## src/hdl/slfr_pkg.sv

```systemverilog
// shared types, constants and widths for the subtractive lagged-fibonacci generator
`timescale 1ns / 1ps

package slfr_pkg;

    // field widths
    localparam int VAL_W   = 30;           // table value and modulus width
    localparam int MOD_W   = VAL_W + 1;    // effective modulus, may be 2^30
    localparam int SEED_W  = 31;
    localparam int FRAC_W  = 32;
    localparam int ENTRY_W = 32;           // stored table entries, two's complement
    localparam int ALU_W   = 34;           // shared unit datapath

    // scheme constants
    localparam int TABLE_LEN     = 55;
    localparam int SPREAD_STRIDE = 21;
    localparam int LAG_GAP       = 30;
    localparam int TRAIL_START   = 31;
    localparam int MIX_PASSES    = 4;

    localparam int DEF_WARMUP_DRAWS = 100;

    // table index and pointer widths
    localparam int IDX_W = $clog2(TABLE_LEN);
    localparam int PTR_W = $clog2(TABLE_LEN + 1);

    // configuration registers
    localparam int CFG_IDX_W  = 1;
    localparam int CFG_DATA_W = VAL_W;
    localparam logic [CFG_IDX_W-1:0] REG_MODULUS     = 1'd0;
    localparam logic [CFG_IDX_W-1:0] REG_SEED_OFFSET = 1'd1;
    localparam logic [VAL_W-1:0] MODULUS_RESET     = 30'd1000000000;
    localparam logic [VAL_W-1:0] SEED_OFFSET_RESET = 30'd161803398;

    // input function codes
    localparam logic FUNC_DRAW = 1'b0;
    localparam logic FUNC_SEED = 1'b1;

    // shared unit operations
    typedef enum logic {
        ALU_SUB_MOD  = 1'b0,   // a - b, modulus added back when negative
        ALU_DIV_STEP = 1'b1    // restoring division step: a - modulus if it fits
    } t_alu_op;

    typedef struct packed {
        t_alu_op            op;
        logic [ALU_W-1:0]   a;
        logic [ALU_W-1:0]   b;
    } t_alu_req;

    typedef struct packed {
        logic [ALU_W-1:0]   res;
        logic               fits;   // difference was not negative
    } t_alu_rsp;

endpackage

```

## src/hdl/slfr_in_if.sv

```systemverilog
// input channel: function code and seed with valid/ready handshake
`timescale 1ns / 1ps

interface slfr_in_if;
    import slfr_pkg::*;

    logic              valid;
    logic              ready;
    logic              func;
    logic [SEED_W-1:0] seed_value;

    modport source (output valid, output func, output seed_value, input ready);
    modport sink   (input valid, input func, input seed_value, output ready);
endinterface

```

## src/hdl/slfr_out_if.sv

```systemverilog
// output channel: random value and fraction with valid/ready handshake
`timescale 1ns / 1ps

interface slfr_out_if;
    import slfr_pkg::*;

    logic              valid;
    logic              ready;
    logic [VAL_W-1:0]  value;
    logic [FRAC_W-1:0] fraction;

    modport source (output valid, output value, output fraction, input ready);
    modport sink   (input valid, input value, input fraction, output ready);
endinterface

```

## src/hdl/subtractive_lagged_fibonacci_rng.sv

```systemverilog
// Subtractive lagged-Fibonacci random number generator (55-entry table, lags 55 and 24).
// A seed transaction (func 1) rebuilds the table and gives no result, in these steps:
// the start value, 31 division steps for its remainder, 55 table writes for the spread,
// four mixing passes and WARMUP_DRAWS discarded warm-up draws. A draw transaction
// (func 0) returns one value and its Q0.32 fraction of the modulus after the table
// read and write, a range check and 32 division steps for the fraction (the fraction
// saturates to all ones without division when the value is not below the modulus).
// A draw before any seed first builds the table from seed 0 without warm-up. The
// steps are serialised by the single shared subtract unit, used once per cycle, and
// by the table memory's one write port. A new transaction is taken while a result
// waits at the output register. A modulus of 0 acts as 2^30.
`timescale 1ns / 1ps

module subtractive_lagged_fibonacci_rng #(
    parameter int WARMUP_DRAWS = slfr_pkg::DEF_WARMUP_DRAWS
) (
    input  logic                            i_clk,
    input  logic                            i_rst_n,
    input  logic                            i_cfg_we,
    input  logic [slfr_pkg::CFG_IDX_W-1:0]  i_cfg_idx,
    input  logic [slfr_pkg::CFG_DATA_W-1:0] i_cfg_data,
    slfr_in_if.sink                         i_in,
    slfr_out_if.source                      o_out
);
    import slfr_pkg::*;

    localparam int WU_W  = $clog2(WARMUP_DRAWS + 1) < 1 ? 1 : $clog2(WARMUP_DRAWS + 1);
    localparam int CNT_W = $clog2(TABLE_LEN);
    localparam int PASS_W = $clog2(MIX_PASSES) < 1 ? 1 : $clog2(MIX_PASSES);

    // sequencer states
    localparam logic [3:0] S_IDLE    = 4'd0;
    localparam logic [3:0] S_ABS     = 4'd1;
    localparam logic [3:0] S_MOD     = 4'd2;
    localparam logic [3:0] S_FILL    = 4'd3;
    localparam logic [3:0] S_MIX_RD  = 4'd4;
    localparam logic [3:0] S_MIX_WR  = 4'd5;
    localparam logic [3:0] S_DRAW_RD = 4'd6;
    localparam logic [3:0] S_DRAW_WR = 4'd7;
    localparam logic [3:0] S_CHK     = 4'd8;
    localparam logic [3:0] S_FRAC    = 4'd9;
    localparam logic [3:0] S_OUT     = 4'd10;

    logic [3:0]         r_state, n_state;
    logic [VAL_W-1:0]   r_modulus, r_seed_offset;
    logic               r_func, n_func;
    logic [SEED_W-1:0]  r_num, n_num;
    logic [VAL_W-1:0]   r_rem, n_rem;
    logic [CNT_W-1:0]   r_cnt, n_cnt;
    logic [PASS_W-1:0]  r_pass, n_pass;
    logic [PTR_W-1:0]   r_pos, n_pos;
    logic [IDX_W-1:0]   r_j, n_j;
    logic [ENTRY_W-1:0] r_cur, n_cur;
    logic [ENTRY_W-1:0] r_prev, n_prev;
    logic [PTR_W-1:0]   r_lead, n_lead;
    logic [PTR_W-1:0]   r_trail, n_trail;
    logic               r_table_ready, n_table_ready;
    logic [WU_W-1:0]    r_wu, n_wu;
    logic [VAL_W-1:0]   r_val, n_val;
    logic [FRAC_W-1:0]  r_frac, n_frac;
    logic               r_out_valid, n_out_valid;
    logic [VAL_W-1:0]   r_out_value, n_out_value;
    logic [FRAC_W-1:0]  r_out_fraction, n_out_fraction;

    logic [MOD_W-1:0]   mod_eff;
    logic [SEED_W-1:0]  off_ext;
    logic [PTR_W:0]     pos_sum;
    logic               ram_we;
    logic [IDX_W-1:0]   ram_waddr, ram_raddr_a, ram_raddr_b;
    logic [ENTRY_W-1:0] ram_wdata, ram_rdata_a, ram_rdata_b;
    t_alu_req           alu_req;
    t_alu_rsp           alu_rsp;

    // move a lag pointer on, cycling over positions 1..55
    function automatic logic [PTR_W-1:0] advance(input logic [PTR_W-1:0] idx);
        logic [PTR_W-1:0] nxt;
        nxt = (idx >= PTR_W'(TABLE_LEN)) ? PTR_W'(1) : idx + PTR_W'(1);
        return nxt;
    endfunction

    // sign extension of a table entry onto the shared unit
    function automatic logic [ALU_W-1:0] sx(input logic [ENTRY_W-1:0] v);
        return {{(ALU_W - ENTRY_W){v[ENTRY_W-1]}}, v};
    endfunction

    // modulus of zero stands for 2^30
    assign mod_eff = (r_modulus == '0) ? {1'b1, {VAL_W{1'b0}}} : {1'b0, r_modulus};
    assign off_ext = SEED_W'(r_seed_offset);
    assign pos_sum = {1'b0, r_pos} + (PTR_W + 1)'(SPREAD_STRIDE);

    slfr_ram #(
        .WIDTH (ENTRY_W),
        .DEPTH (TABLE_LEN)
    ) u_table (
        .i_clk     (i_clk),
        .i_we      (ram_we),
        .i_waddr   (ram_waddr),
        .i_wdata   (ram_wdata),
        .i_raddr_a (ram_raddr_a),
        .i_raddr_b (ram_raddr_b),
        .o_rdata_a (ram_rdata_a),
        .o_rdata_b (ram_rdata_b)
    );

    slfr_alu u_alu (
        .i_req (alu_req),
        .i_mod (mod_eff),
        .o_rsp (alu_rsp)
    );

    // handshake outputs
    assign i_in.ready     = (r_state == S_IDLE);
    assign o_out.valid    = r_out_valid;
    assign o_out.value    = r_out_value;
    assign o_out.fraction = r_out_fraction;

    // sequencer
    always_comb begin
        n_state        = r_state;
        n_func         = r_func;
        n_num          = r_num;
        n_rem          = r_rem;
        n_cnt          = r_cnt;
        n_pass         = r_pass;
        n_pos          = r_pos;
        n_j            = r_j;
        n_cur          = r_cur;
        n_prev         = r_prev;
        n_lead         = r_lead;
        n_trail        = r_trail;
        n_table_ready  = r_table_ready;
        n_wu           = r_wu;
        n_val          = r_val;
        n_frac         = r_frac;
        n_out_valid    = r_out_valid && !o_out.ready;
        n_out_value    = r_out_value;
        n_out_fraction = r_out_fraction;
        ram_we         = 1'b0;
        ram_waddr      = '0;
        ram_wdata      = '0;
        ram_raddr_a    = '0;
        ram_raddr_b    = '0;
        alu_req.op     = ALU_SUB_MOD;
        alu_req.a      = '0;
        alu_req.b      = '0;

        unique case (r_state)
            S_IDLE: begin
                if (i_in.valid) begin
                    n_func  = i_in.func;
                    n_num   = (i_in.func == FUNC_SEED) ? i_in.seed_value : '0;
                    n_state = (i_in.func == FUNC_SEED || !r_table_ready) ? S_ABS : S_DRAW_RD;
                end
            end
            // start value |offset - seed|
            S_ABS: begin
                n_num   = (off_ext >= r_num) ? off_ext - r_num : r_num - off_ext;
                n_rem   = '0;
                n_cnt   = CNT_W'(SEED_W - 1);
                n_state = S_MOD;
            end
            // remainder by modulus, one dividend bit a cycle
            S_MOD: begin
                alu_req.op = ALU_DIV_STEP;
                alu_req.a  = ALU_W'({r_rem, r_num[SEED_W-1]});
                n_rem      = alu_rsp.res[VAL_W-1:0];
                n_num      = {r_num[SEED_W-2:0], 1'b0};
                if (r_cnt == '0) begin
                    n_cur   = ENTRY_W'(alu_rsp.res[VAL_W-1:0]);
                    n_prev  = ENTRY_W'(1);
                    n_pos   = PTR_W'(SPREAD_STRIDE);
                    n_cnt   = '0;
                    n_state = S_FILL;
                end else begin
                    n_cnt = r_cnt - CNT_W'(1);
                end
            end
            // spread over the table with stride 21, last position first
            S_FILL: begin
                ram_we = 1'b1;
                if (r_cnt == '0) begin
                    ram_waddr = IDX_W'(TABLE_LEN - 1);
                    ram_wdata = r_cur;
                end else begin
                    ram_waddr  = IDX_W'(r_pos - PTR_W'(1));
                    ram_wdata  = r_prev;
                    alu_req.op = ALU_SUB_MOD;
                    alu_req.a  = sx(r_cur);
                    alu_req.b  = sx(r_prev);
                    n_prev     = alu_rsp.res[ENTRY_W-1:0];
                    n_cur      = r_prev;
                    n_pos      = (pos_sum >= (PTR_W + 1)'(TABLE_LEN)) ?
                                 PTR_W'(pos_sum - (PTR_W + 1)'(TABLE_LEN)) : PTR_W'(pos_sum);
                end
                if (r_cnt == CNT_W'(TABLE_LEN - 1)) begin
                    n_cnt   = '0;
                    n_j     = IDX_W'(LAG_GAP + 1);
                    n_pass  = '0;
                    n_state = S_MIX_RD;
                end else begin
                    n_cnt = r_cnt + CNT_W'(1);
                end
            end
            S_MIX_RD: begin
                ram_raddr_a = IDX_W'(r_cnt);
                ram_raddr_b = r_j;
                n_state     = S_MIX_WR;
            end
            // mixing pass: entry i less entry 1 + (i + 30) mod 55
            S_MIX_WR: begin
                alu_req.op = ALU_SUB_MOD;
                alu_req.a  = sx(ram_rdata_a);
                alu_req.b  = sx(ram_rdata_b);
                ram_we     = 1'b1;
                ram_waddr  = IDX_W'(r_cnt);
                ram_wdata  = alu_rsp.res[ENTRY_W-1:0];
                n_state    = S_MIX_RD;
                if (r_cnt == CNT_W'(TABLE_LEN - 1)) begin
                    n_cnt = '0;
                    n_j   = IDX_W'(LAG_GAP + 1);
                    if (r_pass == PASS_W'(MIX_PASSES - 1)) begin
                        n_lead        = '0;
                        n_trail       = PTR_W'(TRAIL_START);
                        n_table_ready = 1'b1;
                        n_wu          = '0;
                        if (r_func == FUNC_SEED) begin
                            n_state = (WARMUP_DRAWS == 0) ? S_IDLE : S_DRAW_RD;
                        end else begin
                            n_state = S_DRAW_RD;
                        end
                    end else begin
                        n_pass = r_pass + PASS_W'(1);
                    end
                end else begin
                    n_cnt = r_cnt + CNT_W'(1);
                    n_j   = (r_j == IDX_W'(TABLE_LEN - 1)) ? '0 : r_j + IDX_W'(1);
                end
            end
            // draw: advance both lags and fetch
            S_DRAW_RD: begin
                n_lead      = advance(r_lead);
                n_trail     = advance(r_trail);
                ram_raddr_a = IDX_W'(n_lead - PTR_W'(1));
                ram_raddr_b = IDX_W'(n_trail - PTR_W'(1));
                n_state     = S_DRAW_WR;
            end
            S_DRAW_WR: begin
                alu_req.op = ALU_SUB_MOD;
                alu_req.a  = sx(ram_rdata_a);
                alu_req.b  = sx(ram_rdata_b);
                ram_we     = 1'b1;
                ram_waddr  = IDX_W'(r_lead - PTR_W'(1));
                ram_wdata  = alu_rsp.res[ENTRY_W-1:0];
                if (r_func == FUNC_SEED) begin
                    n_wu    = r_wu + WU_W'(1);
                    n_state = (n_wu == WU_W'(WARMUP_DRAWS)) ? S_IDLE : S_DRAW_RD;
                end else begin
                    n_val   = alu_rsp.res[VAL_W-1:0];
                    n_state = S_CHK;
                end
            end
            // value not below modulus: fraction saturates
            S_CHK: begin
                alu_req.op = ALU_DIV_STEP;
                alu_req.a  = ALU_W'(r_val);
                if (alu_rsp.fits) begin
                    n_frac  = '1;
                    n_state = S_OUT;
                end else begin
                    n_rem   = r_val;
                    n_cnt   = CNT_W'(FRAC_W - 1);
                    n_state = S_FRAC;
                end
            end
            // fraction bits by restoring division of value * 2^32
            S_FRAC: begin
                alu_req.op = ALU_DIV_STEP;
                alu_req.a  = ALU_W'({r_rem, 1'b0});
                n_rem      = alu_rsp.res[VAL_W-1:0];
                n_frac     = {r_frac[FRAC_W-2:0], alu_rsp.fits};
                if (r_cnt == '0) begin
                    n_state = S_OUT;
                end else begin
                    n_cnt = r_cnt - CNT_W'(1);
                end
            end
            S_OUT: begin
                if (!r_out_valid || o_out.ready) begin
                    n_out_valid    = 1'b1;
                    n_out_value    = r_val;
                    n_out_fraction = r_frac;
                    n_state        = S_IDLE;
                end
            end
            default: begin
                n_state = S_IDLE;
            end
        endcase
    end

    // control state and configuration registers
    always_ff @(posedge i_clk) begin
        if (!i_rst_n) begin
            r_state       <= S_IDLE;
            r_modulus     <= MODULUS_RESET;
            r_seed_offset <= SEED_OFFSET_RESET;
            r_lead        <= '0;
            r_trail       <= PTR_W'(TRAIL_START);
            r_table_ready <= 1'b0;
            r_out_valid   <= 1'b0;
        end else begin
            r_state       <= n_state;
            r_lead        <= n_lead;
            r_trail       <= n_trail;
            r_table_ready <= n_table_ready;
            r_out_valid   <= n_out_valid;
            if (i_cfg_we) begin
                unique case (i_cfg_idx)
                    REG_MODULUS:     r_modulus     <= i_cfg_data;
                    REG_SEED_OFFSET: r_seed_offset <= i_cfg_data;
                    default: ;
                endcase
            end
        end
    end

    // datapath registers
    always_ff @(posedge i_clk) begin
        r_func         <= n_func;
        r_num          <= n_num;
        r_rem          <= n_rem;
        r_cnt          <= n_cnt;
        r_pass         <= n_pass;
        r_pos          <= n_pos;
        r_j            <= n_j;
        r_cur          <= n_cur;
        r_prev         <= n_prev;
        r_wu           <= n_wu;
        r_val          <= n_val;
        r_frac         <= n_frac;
        r_out_value    <= n_out_value;
        r_out_fraction <= n_out_fraction;
    end

`ifndef SYNTHESIS
    // lag pointers stay inside the table and never coincide
    a_lag_range: assert property (@(posedge i_clk) disable iff (!i_rst_n)
        r_lead <= PTR_W'(TABLE_LEN) && r_trail <= PTR_W'(TABLE_LEN) && r_lead != r_trail)
        else $error("lag pointers out of range");

    // draws only run on a built table
    a_draw_built: assert property (@(posedge i_clk) disable iff (!i_rst_n)
        r_state == S_DRAW_RD |-> r_table_ready)
        else $error("draw on an unbuilt table");

    // a result is only presented from the output state
    a_result_src: assert property (@(posedge i_clk) disable iff (!i_rst_n)
        $rose(r_out_valid) |-> $past(r_state) == S_OUT)
        else $error("result without a completed draw");

    // the spread walk never runs past the table
    a_fill_count: assert property (@(posedge i_clk) disable iff (!i_rst_n)
        r_state == S_FILL |-> r_cnt < CNT_W'(TABLE_LEN) && r_pos != '0)
        else $error("spread walk out of range");
`endif
endmodule

```

## src/hdl/slfr_ram.sv

```systemverilog
// generic ram: one write port, two registered read ports
`timescale 1ns / 1ps

module slfr_ram #(
    parameter int WIDTH = 32,
    parameter int DEPTH = 55
) (
    input  logic                     i_clk,
    input  logic                     i_we,
    input  logic [$clog2(DEPTH)-1:0] i_waddr,
    input  logic [WIDTH-1:0]         i_wdata,
    input  logic [$clog2(DEPTH)-1:0] i_raddr_a,
    input  logic [$clog2(DEPTH)-1:0] i_raddr_b,
    output logic [WIDTH-1:0]         o_rdata_a,
    output logic [WIDTH-1:0]         o_rdata_b
);
    logic [WIDTH-1:0] r_mem [DEPTH];

    // write port and registered reads
    always_ff @(posedge i_clk) begin
        if (i_we) begin
            r_mem[i_waddr] <= i_wdata;
        end
        o_rdata_a <= r_mem[i_raddr_a];
        o_rdata_b <= r_mem[i_raddr_b];
    end
endmodule

```

## src/hdl/slfr_alu.sv

```systemverilog
// shared subtract unit: modular difference or one restoring division step
`timescale 1ns / 1ps

module slfr_alu (
    input  slfr_pkg::t_alu_req          i_req,
    input  logic [slfr_pkg::MOD_W-1:0]  i_mod,
    output slfr_pkg::t_alu_rsp          o_rsp
);
    import slfr_pkg::*;

    logic [ALU_W-1:0] mod_ext;
    logic [ALU_W-1:0] rhs;
    logic [ALU_W-1:0] diff;
    logic             neg;

    // one subtractor, then add-back or restore on a negative difference
    always_comb begin
        mod_ext = ALU_W'(i_mod);
        rhs     = (i_req.op == ALU_DIV_STEP) ? mod_ext : i_req.b;
        diff    = i_req.a - rhs;
        neg     = diff[ALU_W-1];
        o_rsp.fits = !neg;
        if (!neg) begin
            o_rsp.res = diff;
        end else if (i_req.op == ALU_SUB_MOD) begin
            o_rsp.res = diff + mod_ext;
        end else begin
            o_rsp.res = i_req.a;
        end
    end
endmodule
```

## src/flat_wrapper.sv

```systemverilog
// flat-port wrapper written by rule: the top's interface ports become plain ports
module subtractive_lagged_fibonacci_rng_flat import slfr_pkg::*;
#(
    parameter int WARMUP_DRAWS = slfr_pkg::DEF_WARMUP_DRAWS
)
  (i_clk, i_rst_n, i_cfg_we, i_cfg_idx, i_cfg_data, i_in_valid, i_in_func, i_in_seed_value, i_in_ready, o_out_valid, o_out_value, o_out_fraction, o_out_ready);
  slfr_in_if i_in_i ();
  slfr_out_if o_out_i ();
  input  logic i_clk;
  input  logic i_rst_n;
  input  logic i_cfg_we;
  input  logic [slfr_pkg::CFG_IDX_W-1:0] i_cfg_idx;
  input  logic [slfr_pkg::CFG_DATA_W-1:0] i_cfg_data;
  input wire logic [$bits(i_in_i.valid)-1:0] i_in_valid;
  input wire logic [$bits(i_in_i.func)-1:0] i_in_func;
  input wire logic [$bits(i_in_i.seed_value)-1:0] i_in_seed_value;
  output wire logic [$bits(i_in_i.ready)-1:0] i_in_ready;
  output wire logic [$bits(o_out_i.valid)-1:0] o_out_valid;
  output wire logic [$bits(o_out_i.value)-1:0] o_out_value;
  output wire logic [$bits(o_out_i.fraction)-1:0] o_out_fraction;
  input wire logic [$bits(o_out_i.ready)-1:0] o_out_ready;
  assign i_in_i.valid = i_in_valid;
  assign i_in_i.func = i_in_func;
  assign i_in_i.seed_value = i_in_seed_value;
  assign i_in_ready = i_in_i.ready;
  assign o_out_valid = o_out_i.valid;
  assign o_out_value = o_out_i.value;
  assign o_out_fraction = o_out_i.fraction;
  assign o_out_i.ready = o_out_ready;
  subtractive_lagged_fibonacci_rng #(.WARMUP_DRAWS(WARMUP_DRAWS)) u_core (.i_clk(i_clk), .i_rst_n(i_rst_n), .i_cfg_we(i_cfg_we), .i_cfg_idx(i_cfg_idx), .i_cfg_data(i_cfg_data), .i_in(i_in_i), .o_out(o_out_i));
endmodule
```

## config.mk

```make
export PLATFORM = sky130hd
export DESIGN_NAME = subtractive_lagged_fibonacci_rng_flat
export DESIGN_NICKNAME = d
export VERILOG_FILES = /design/src/hdl/slfr_pkg.sv /design/src/hdl/slfr_in_if.sv /design/src/hdl/slfr_out_if.sv /design/src/hdl/subtractive_lagged_fibonacci_rng.sv /design/src/hdl/slfr_ram.sv /design/src/hdl/slfr_alu.sv /design/src/flat_wrapper.sv
export SDC_FILE = /design/constraint.sdc
export NUM_CORES = 2
export LEC_CHECK = 0
export BUFFER_PORTS_ARGS = -buffer_cell sky130_fd_sc_hd__buf_4
export CAP_MARGIN = 20
export CORE_MARGIN = 1
export CORE_UTILIZATION = 30
export CTS_BUF_LIST = sky130_fd_sc_hd__clkbuf_8
export CTS_CLUSTER_SIZE = 40
export DETAILED_ROUTE_END_ITERATION = 10
export PLACE_DENSITY = 0.48
export SLEW_MARGIN = 20
export SYNTH_ARGS = -nofsm -noshare
export SYNTH_HDL_FRONTEND = slang
export SYNTH_SLANG_ARGS = --single-unit
```

## constraint.sdc

```tcl
create_clock -name i_clk -period 11.9 [get_ports i_clk]
set_clock_uncertainty 0.2 [all_clocks]
set_input_delay 0.595 -clock i_clk [delete_from_list [all_inputs] [get_ports i_clk]]
set_output_delay 0.595 -clock i_clk [all_outputs]
set_load 0.1 [all_outputs]
```

==> results.txt <==
The final worst slack is 3.19 ns. The synthesized instance count came out at 11,600. The dominant combinational cell family by area after synthesis is simple AND/OR/NAND/NOR gates.

The instance count after placement with tap cells included came out at 15,900. The first-pass GRT wire length came out at 636,000 um. The HPWL after detailed placement came out at 247,000 um. The area enclosed by the die boundary came out at 373,000 um^2. In this run the worst path has a maximum fanout of 55.

The maximum root-to-sink buffer count came out at 4. The type of the worst setup path is reg -> reg. The total overflow left after global routing is 0. Max-cap violations in this run came to 0.

The share of synthesized registers carrying an async set or reset came out at 0. The number of cell instances on the worst register-to-register path is 29. The cell count of the worst hold path came out at 2. The sum of negative setup slack is 0 ns.

Summing all multi-input logic gate instances after layout gives 43,900 um^2. When the netlist entered floorplanning its net count stood at 11,800. The clock period minus final worst setup slack came out at 8.71 ns.

The number of buffers added for setup after CTS is 0. The die height came out at 610 um. CTS placed an instance of sky130_fd_sc_hd__clkbuf_8 at the clock tree root. Setup repair after global routing left no endpoint under its margin. The most frequent cell on the critical path is sky130_fd_sc_hd__a21oi_1. The core area came out at 369,000 um^2. The startpoint identified for the worst register-to-register timing path is u_core.r_cnt[0]. The number of synthesized flops with an enable pin is 2,037. The register-to-register setup slack is 3.19 ns. The tightest min-delay check is of the in -> reg type. The initial antenna violation count came out at 17. The actual transition at the worst max-transition pin came out at 1.28 ns.

The basic-gate share of the synthesized area counting and, or, nand and nor cells is 0.242. For the worst-skew pair, the clock arrives at the later sink with an insertion delay of 1.13 ns. The worst slack after detailed placement is 3.05 ns. The worst setup path is launched from a flip-flop. The slowest stage cell on the critical path is sky130_fd_sc_hd__nor3b_1. The critical path data required time is 12.53 ns. The number of fill cells in the layout is 36,900.

The routed wire length per instance is 26.5 um. Setup violations remaining at the end of the flow were counted as 0. Of the total synthesized cell area, the portion taken by XOR and XNOR cells is 0.00968. The register area is 64,000 um^2. The number of DRC violations after detailed routing is 0. The number of hold-slack violations in the final timing report is 0. In this run the critical register-to-register path is captured at u_core.u_table.r_mem[6][31]. The worst-case vdd ir drop came out at 0.000265 V. The overall fraction of global-route tracks in use came out at 0.229. The max-slew violation count is 0. The number of sinks driven by the clock tree came out at 2,179. The number of global-route vias before repair was 91,600. Of the total synthesized cell area, the portion taken by full adders, half adders and majority gates is 0.0166.

The static power due to leakage is 46.3 nW. The endpoint kind of the worst setup timing path is a flip-flop. The worst pin sits at a relative slew slack of 0.138.

In this run the cell area measured after placement is 118,000 um^2. The startpoint identified for the worst hold timing path is i_in_func. The post-synthesis mux area share came out at 0.00734. The via-per-instance ratio came out at 5.67. The H-tree depth reported by CTS came out at 5. The pin count of the biggest net entering global routing came out at 132. TritonCTS built the clock tree.

The count of port buffers added during placement is 131. The post-layout net count came out at 11,700. The first-pass iteration count of the detailed router came out at 9. The detailed router finished its first iteration with 12,100 violations. Summing all non-filler instances in the final layout gives an area of 126,000 um^2.

Leaving out filler cells and counting taps, the final layout contains 16,700. The residual antenna-violating net count after detailed routing came out at 0. The post-synthesis average cell area is 9.60 um^2. The run finished with clean final reports. The path with the worst hold slack has its endpoint at u_core.r_func.

At the end of routability-driven placement, the weighted congestion stood at 0.901. The total wire length is 444,000 um. The Yosys step of the flow raised 0 warnings. The worst path arrival time is 9.33 ns.

The core occupancy in the finished layout came out at 0.342. The total standard cell area after synthesis came out at 111,000 um^2. In this run, CTS created clock tree buffers numbering 381.

The share of the yosys chip area belonging to registers came out at 0.577. Clock-pin slew was measured on the worst setup and hold paths at 0.07 ns. The area growth from synthesis to final layout came out at 13.5%. Of the available clock period, the critical path in the final layout requires 0.732.

The die width is 610 um. The routed via count is 94,900. The compound-gate portion of the synthesized area was 0.110. The number of register bits inferred by synthesis came out at 2,179. The delay of the slowest critical-path stage is 0.58 ns. The power per unit of standard cell area is 212 nW/um^2. The number of unique standard cell types used by synthesis is 95.

The maximum achievable frequency came out at 115 MHz. The number of core rows is 223. For this configuration, the core starts out at a cell density of 0.301.

For this run, the leading register cell type out of synthesis is sky130_fd_sc_hd__edfxtp_1. In the final layout, the share of cells above drive strength 1 is 0.0904. During I/O placement, the number of pins put on the boundary was 132.
-- per-layer routing --
| layer | vias to the layer above | track usage | share of wire |
|---|---|---|---|
| li1 | 41700 | - | - |
| met1 | 47000 | 0.305 | 0.41 |
| met2 | 5192 | 0.366 | 0.45 |
| met3 | 1023 | 0.0368 | 0.093 |
| met4 | 2 | 0.104 | 0.048 |
| met5 | - | 0 | 0.000027 |
-- cells by family after synthesis --
| group | Yosys count |
|---|---|
| XOR/XNOR | 118 |
| adder cells (fa/ha/maj) | 145 |
| AND/OR/NAND/NOR | 6276 |
| flip-flops | 2179 |
| buffers and inverters | 1106 |
| AO/OA/AOI/OAI | 1657 |
| multiplexers | 80 |
-- layout make-up --
| type | instances | share of cell area |
|---|---|---|
| Sequential cell | 2179 | 0.508 |
| Multi-Input combinational cell | 8276 | 0.348 |
| Tap cell | 4950 | 0.0492 |
| Clock buffer | 409 | 0.0447 |
| Timing Repair Buffer | 473 | 0.0328 |
| Clock inverter | 281 | 0.0124 |
| Inverter | 149 | 0.00444 |
| Antenna cell | 10 | 0.000199 |
-- worst max-delay path, delay by kind of cell, from the launching register on --
kind | cells | cell delay [ns]
AOI/OAI and AO/OA | 16 | 3.73
xor gates and xnor gates | 2 | 0.52
adders and majority gates | 4 | 1.32
buffers and inverters | 3 | 0.73
DFF | 1 | 0.50
and+or+nand+nor | 4 | 1.36
-- state kept, by name, indices dropped and copies added (netlist names), 2 cells and up --
register,cells
u_core.r_pos,6
u_core.o_out.value,30
u_core.r_state,4
u_core.r_frac,32
u_core.r_pass,2
u_core.r_j,6
u_core.r_cnt,6
u_core.u_table.o_rdata_b,32
u_core.r_seed_offset,30
u_core.r_num,31
u_core.u_table.r_mem,1760
u_core.r_lead,6
u_core.o_out.fraction,32
u_core.r_wu,7
u_core.r_rem,30
u_core.u_table.o_rdata_a,32
u_core.r_cur,32
u_core.r_trail,6
u_core.r_val,30
u_core.r_modulus,30
u_core.r_prev,32
-- what timing repair did --
item                                   CTS  global route
endpoints found under the hold margin  103             0
resized for setup                        0             0
hold buffers                            79             0
-- metrics by stage --
step | power, mW | hold slack [ns]
finish | 26.7 | 0.118
detailed placement | 20.0 | 0.206
global placement | 19.9 | 0.210
CTS | 26.8 | 0.0145
floorplan | 16.7 | 0.200
global route | 28.2 | 0.0685
-- report_power, final --
part / internal, mW / leakage [nW] / switching, mW
clock: 3.43 / 4.12 / 3.31
combinational: 3.44 / 22.4 / 6.98
sequential: 9.33 / 19.8 / 0.262
total: 16.2 / 46.3 / 10.5
-- layout by cell type, fill, tap and decap left out, types with 14 or more instances in the layout --
master	n
sky130_fd_sc_hd__a21o_1	104
sky130_fd_sc_hd__a31oi_1	156
sky130_fd_sc_hd__dlygate4sd3_1	79
sky130_fd_sc_hd__nor2b_1	21
sky130_fd_sc_hd__buf_12	31
sky130_fd_sc_hd__mux2i_1	71
sky130_fd_sc_hd__nand2b_1	19
sky130_fd_sc_hd__buf_4	363
sky130_fd_sc_hd__a21oi_1	220
sky130_fd_sc_hd__nor4_1	14
sky130_fd_sc_hd__nand2_1	3851
sky130_fd_sc_hd__xor2_1	54
sky130_fd_sc_hd__o22ai_4	29
sky130_fd_sc_hd__o211ai_1	93
sky130_fd_sc_hd__a222oi_1	55
sky130_fd_sc_hd__a211oi_1	49
sky130_fd_sc_hd__o21a_1	19
sky130_fd_sc_hd__edfxtp_1	2037
sky130_fd_sc_hd__dfxtp_1	141
sky130_fd_sc_hd__clkinv_2	54
sky130_fd_sc_hd__inv_1	265
sky130_fd_sc_hd__o21ai_0	167
sky130_fd_sc_hd__clkinv_1	76
sky130_fd_sc_hd__nor2_1	188
sky130_fd_sc_hd__a221oi_1	14
sky130_fd_sc_hd__nor3_1	22
sky130_fd_sc_hd__o21bai_1	15
sky130_fd_sc_hd__nand4_1	23
sky130_fd_sc_hd__nor2_4	56
sky130_fd_sc_hd__o31ai_1	35
sky130_fd_sc_hd__o21ai_1	30
sky130_fd_sc_hd__ha_1	141
sky130_fd_sc_hd__a311oi_1	516
sky130_fd_sc_hd__a22oi_1	34
sky130_fd_sc_hd__or3_1	37
sky130_fd_sc_hd__xnor2_1	60
sky130_fd_sc_hd__clkbuf_8	409
sky130_fd_sc_hd__and3_1	243
sky130_fd_sc_hd__nand3_1	1750
-- worst max-delay path by stage --
stage	from	to	slack (ns)	cells past startpoint
CTS	u_core.r_state[1]	u_core.u_table.r_mem[23][27]	2.96	29
floorplan	u_core.r_cnt[0]	u_core.u_table.r_mem[0][26]	3.02	29
global route	u_core.r_cnt[0]	u_core.u_table.r_mem[38][31]	2.55	29
global placement	u_core.r_state[1]	u_core.u_table.r_mem[4][31]	3.03	30
finish	u_core.r_cnt[0]	u_core.u_table.r_mem[6][31]	3.19	29
detailed placement	u_core.r_state[1]	u_core.u_table.r_mem[28][27]	3.05	29
-- cell usage after synthesis (8+ instances only) --
cell type | instances | area share
sky130_fd_sc_hd__a211o_1 | 8 | 0.00063
sky130_fd_sc_hd__a211oi_1 | 51 | 0.0034
sky130_fd_sc_hd__a21o_1 | 105 | 0.0071
sky130_fd_sc_hd__a21oi_1 | 223 | 0.010
sky130_fd_sc_hd__a221oi_1 | 14 | 0.0011
sky130_fd_sc_hd__a222oi_1 | 55 | 0.0050
sky130_fd_sc_hd__a22oi_1 | 35 | 0.0024
sky130_fd_sc_hd__a311oi_1 | 516 | 0.041
sky130_fd_sc_hd__a31oi_1 | 156 | 0.0088
sky130_fd_sc_hd__and2_1 | 14 | 0.00079
sky130_fd_sc_hd__and3_1 | 244 | 0.014
sky130_fd_sc_hd__buf_1 | 85 | 0.0029
sky130_fd_sc_hd__buf_2 | 81 | 0.0037
sky130_fd_sc_hd__clkbuf_1 | 786 | 0.027
sky130_fd_sc_hd__dfxtp_1 | 142 | 0.026
sky130_fd_sc_hd__edfxtp_1 | 2037 | 0.55
sky130_fd_sc_hd__ha_1 | 141 | 0.016
sky130_fd_sc_hd__inv_1 | 148 | 0.0050
sky130_fd_sc_hd__mux2_2 | 8 | 0.00081
sky130_fd_sc_hd__mux2i_1 | 71 | 0.0064
sky130_fd_sc_hd__nand2_1 | 3854 | 0.13
sky130_fd_sc_hd__nand2b_1 | 19 | 0.0011
sky130_fd_sc_hd__nand3_1 | 1750 | 0.079
sky130_fd_sc_hd__nand4_1 | 23 | 0.0013
sky130_fd_sc_hd__nor2_1 | 245 | 0.0083
sky130_fd_sc_hd__nor2b_1 | 22 | 0.0012
sky130_fd_sc_hd__nor3_1 | 25 | 0.0011
sky130_fd_sc_hd__nor4_1 | 14 | 0.00079
sky130_fd_sc_hd__o211ai_1 | 93 | 0.0063
sky130_fd_sc_hd__o21a_1 | 23 | 0.0016
sky130_fd_sc_hd__o21ai_0 | 173 | 0.0078
sky130_fd_sc_hd__o21ai_1 | 32 | 0.0014
sky130_fd_sc_hd__o21bai_1 | 15 | 0.0010
sky130_fd_sc_hd__o22ai_1 | 35 | 0.0020
sky130_fd_sc_hd__o31ai_1 | 36 | 0.0024
sky130_fd_sc_hd__or3_1 | 37 | 0.0021
sky130_fd_sc_hd__xnor2_1 | 60 | 0.0047
sky130_fd_sc_hd__xor2_1 | 54 | 0.0043
Power figures use the tool's default switching activity.
